`src/btoq_ram.sv`:
```
// Generic single-port-write, registered-read RAM
module btoq_ram #(
  parameter int Width = 8,
  parameter int Depth = 64
) (
  input  logic                     clk,
  input  logic                     we,
  input  logic [$clog2(Depth)-1:0] waddr,
  input  logic [Width-1:0]         wdata,
  input  logic [$clog2(Depth)-1:0] raddr,
  output logic [Width-1:0]         rdata
);
  logic [Width-1:0] mem [Depth];

  always_ff @(posedge clk) begin
    if (we) mem[waddr] <= wdata;
    rdata <= mem[raddr];
  end
endmodule

```
`config.mk`:
```
export PLATFORM = sky130hd
export DESIGN_NAME = btoq_ram
export DESIGN_NICKNAME = d
export VERILOG_FILES = /design/src/btoq_ram.sv
export SDC_FILE = /design/constraint.sdc
export NUM_CORES = 1
export LEC_CHECK = 0
export BUFFER_PORTS_ARGS = -buffer_cell sky130_fd_sc_hd__buf_2
export CORE_MARGIN = 1
export CORE_UTILIZATION = 60
export CTS_BUF_LIST = sky130_fd_sc_hd__clkbuf_16
export DETAILED_ROUTE_END_ITERATION = 8
export PLACE_DENSITY = 0.76
export SYNTH_ARGS = -nofsm -noshare
export SYNTH_HDL_FRONTEND = slang
export SYNTH_SLANG_ARGS = --single-unit
```
`constraint.sdc`:
```
create_clock -name clk -period 2.4 [get_ports clk]
set_clock_uncertainty 0.1 [all_clocks]
set_input_delay 0.12 -clock clk [delete_from_list [all_inputs] [get_ports clk]]
set_output_delay 0.12 -clock clk [all_outputs]
set_load 0.03 [all_outputs]
```
==> parameters.txt <==
Parameter                              Value

Placed design
  Setup WS pre-CTS    -142 ps
  IO Port Bufs    29
  Post-Place Cells    1475
  Half-perimeter wire length after detailed placement    27900 um
  Routability congestion estimate    0.846

Die
  Die Y    185 um
  Core area    32800 um2
  Effective utilization at floorplan    61.5%
  Die X-Extent    between 150 and 200 um
  Total die area    34300 um2
  I/O Pins    30
  Standard-cell rows    66

Synth
  Number of storage elements in the synthesis netlist    520
  Post-Synthesis Cells    between 900 and 1000
  Top_reg_cell synth    sky130_fd_sc_hd__edfxtp_1
  Biggest area consumer among synthesized cells    sky130_fd_sc_hd__edfxtp_1
  Largest cells by area after synthesis    sky130_fd_sc_hd__edfxtp_1 (76%), sky130_fd_sc_hd__mux4_2 (14%), sky130_fd_sc_hd__nor2_1 (1.5%)
  Share of synthesized flip-flops with an asynchronous set or reset    0%
  Number of distinct standard cells referenced by the synthesized netlist    40
  Synthesized cell area    20200 um2
  Number of flops mapped to enable cells by yosys    around 510
  Per-instance average area after synthesis    21.5 um2
  Portion of the post-synthesis area used by sequential elements    slightly below 80%
  Area share of the leading cell type in the synthesized netlist    76.2%
  Count of synthesis-stage warnings from yosys    0
  Number of nets produced by synthesis    962

Power and ir drop
  Static power due to leakage    7.59 nW
  Power, Total    18.8 mW
  Power density cells    slightly above 800 nW/um2
  Largest vdd supply drop    0.608 mV

Setup path
  Largest fanout on the critical path    1
  Worst Setup Start Kind    flop
  Endpoint arrival time on the critical path    ~2700 ps
  Critical path endpoint category    flop
  Capturing point of the worst reg2reg path    rdata[4]$_DFF_P_
  Data required time at the worst endpoint    approximately 2700 ps
  Worst-path cell with the longest stage delay    sky130_fd_sc_hd__nor3_1
  Crit path kind    flop to flop
  Critical path cell sequence    mux4_2, mux2_2, o221a_2, nor3_1, o32ai_1
  CP max stage delay    540 ps
  Reg-to-reg startpoint    mem[29][4]$_DFFE_PP_
  Slack of the worst reg-to-reg path    roughly 19 ps
  R2R depth    5

Cells and area
  Synthesis-to-finish area growth    15.5%
  Fraction of layout instances using a drive strength above 1    31.8%
  Number of nets at the end of the flow    1114
  Commonest cells after routing, fill and taps aside    sky130_fd_sc_hd__edfxtp_1 (512), sky130_fd_sc_hd__mux4_2 (126), sky130_fd_sc_hd__buf_4 (102), sky130_fd_sc_hd__nor2_1 (83), sky130_fd_sc_hd__clkbuf_16 (53)
  Leading cell type in the layout, fill and taps excluded    sky130_fd_sc_hd__edfxtp_1
  Number of non-filler instances in the completed layout    1575

Timing
  Final setup fails    0
  Period Utilization, post-route    99.2%
  Worst relative slew slack    between 30% and 40%
  Slack of the critical path    18.9 ps
  Minimum clock period after layout    2380 ps
  Final hold violation count    0
  Setup repair after global routing missed its margin    false
  Maximum clock frequency    around 0.42 GHz
  Fin. max-slew vios    0
  Slew at the pin with the worst max-slew slack    963 ps

GRT
  Vias in the first global route    10400
  Met1 track utilization from global routing    39.4%
  Met2 global-route usage    43.4%
  Met3 Usage GRT    a little over 5%
  Antenna violations before repair    3
  Highest-utilization routing layer at the global route stage    met2
  Remaining global-route overflow    0
  Global-route wire length before repair    66800 um
  Largest net degree at the start of global routing    65
  Total GRT Usage    27.7%

CTS
  CTS root buf    sky130_fd_sc_hd__clkbuf_16
  Number of clock buffers inserted by TritonCTS    50
  Buffers inserted during post-CTS setup optimization    0
  Maximum buffer depth of the clock tree    3
  Source-to-sink clock delay at the later pin of the worst-skew pair    570 ps
  Cts hold-fix bufs    7
  TritonCTS clock tree    yes
  Clk sinks    520
  H-tree depth    2
  Post-CTS resize count    0
  Worst-path clk slew    roughly 60 ps

Min path
  End of the worst hold path    mem[61][4]$_DFFE_PP_
  Worst hold path class    input port to flop
  HP Start    wdata[4]
  Worst Hold Depth    1

Routing
  Sum of routed wire length over all layers    45000 um
  Residual DRC    0
  Count of vias placed by the detailed router    10200
  Post-detailed-route wirelength per cell    28.6 um
  Post-DRT Antenna Nets    0
  Count of routing violations after the opening detailed-route iteration    1224
  Via density per instance    approximately 6.5
  Number of detailed-routing iterations run before antenna repair    5

Flow run
  Max-cap violation count    0

Run status
  Run status    finished clean
through the flow:
step	cell area (um2)	hold WS [ps]	TNS (ps)	util (%)
finish	23300	19.8	0	71.1
global route	23300	18.4	0	71.1
CTS	23300	16.4	0	71.1
detailed placement	21600	478	-142	65.9
global placement	21600	459	-140	65.9
floorplan	20200	119	0	-
cell type report:
class / instances / area, um2
fill: 1917 / 9480
antenna: 1 / 2.50
clock buffer: 53 / 1330
multi-input combinational: 369 / 4320
tap: 442 / 553
timing repair buffer: 151 / 1280
clock inverter: 39 / 289
sequential: 520 / 15500
sequential cells by signal, summed over array words and instances, names as in the netlist:
| signal | count |
|---|---|
| mem | 512 |
| rdata | 8 |
routing by layer:
metal	part of all wire [%]	routed length, um	vias to the layer above
met5	0.060	27	-
met4	3.6	1610	4
met3	8.3	3750	104
met2	48	21800	532
met1	40	17800	5291
li1	-	-	4240
cell usage after synthesis, types with 6 or more instances:
cell type and instances:
sky130_fd_sc_hd__nor2_1 83, sky130_fd_sc_hd__nand2_1 19, sky130_fd_sc_hd__o221ai_1 8, sky130_fd_sc_hd__dfxtp_1 8, sky130_fd_sc_hd__buf_2 11, sky130_fd_sc_hd__edfxtp_1 512
sky130_fd_sc_hd__o22ai_1 8, sky130_fd_sc_hd__nor2b_1 14, sky130_fd_sc_hd__nand3_1 13, sky130_fd_sc_hd__mux2_2 13, sky130_fd_sc_hd__buf_4 13, sky130_fd_sc_hd__nand2b_1 7
sky130_fd_sc_hd__mux2i_1 23, sky130_fd_sc_hd__mux4_2 126, sky130_fd_sc_hd__clkbuf_1 17, sky130_fd_sc_hd__a221oi_1 6, sky130_fd_sc_hd__nor3_1 7
power breakdown:
| group | internal (mW) | switching, mW | total [mW] |
|---|---|---|---|
| combinational | 0.411 | 0.620 | 1.03 |
| sequential | 10.0 | 0.0337 | 10.1 |
| clock | 4.41 | 3.26 | 7.68 |
critical path: cells and delay by family, from the launching register on:
kind,cells,cell delay [ps]
multiplexers,2,790
AND/OR/NAND/NOR,1,540
AO/OA/AOI/OAI,2,460
flip-flops,1,360
worst max path at each step:
stage	slack [ps]	to	startpoint
after floorplan	510	rdata[3]$_DFF_P_	raddr[1]
after global placement	-140	rdata[4]$_DFF_P_	raddr[0]
after detailed placement	-140	rdata[4]$_DFF_P_	raddr[0]
after CTS	70	rdata[4]$_DFF_P_	mem[21][4]$_DFFE_PP_
after global routing	40	rdata[4]$_DFF_P_	mem[25][4]$_DFFE_PP_
final	20	rdata[4]$_DFF_P_	mem[29][4]$_DFFE_PP_
cell families (layout without fill, tap and decap cells):
kind of cell           Yosys count  in the layout  synth area share (%)
and+or+nand+nor                153            153                  3.39
buffers and inverters           51            243                  1.57
muxes                          162            162                  15.9
DFF                            520            520                  77.0
AOI/OAI and AO/OA               54             54                  2.07
other                            0              1                     0
Note: power is estimated with default switching activity, not from simulation.
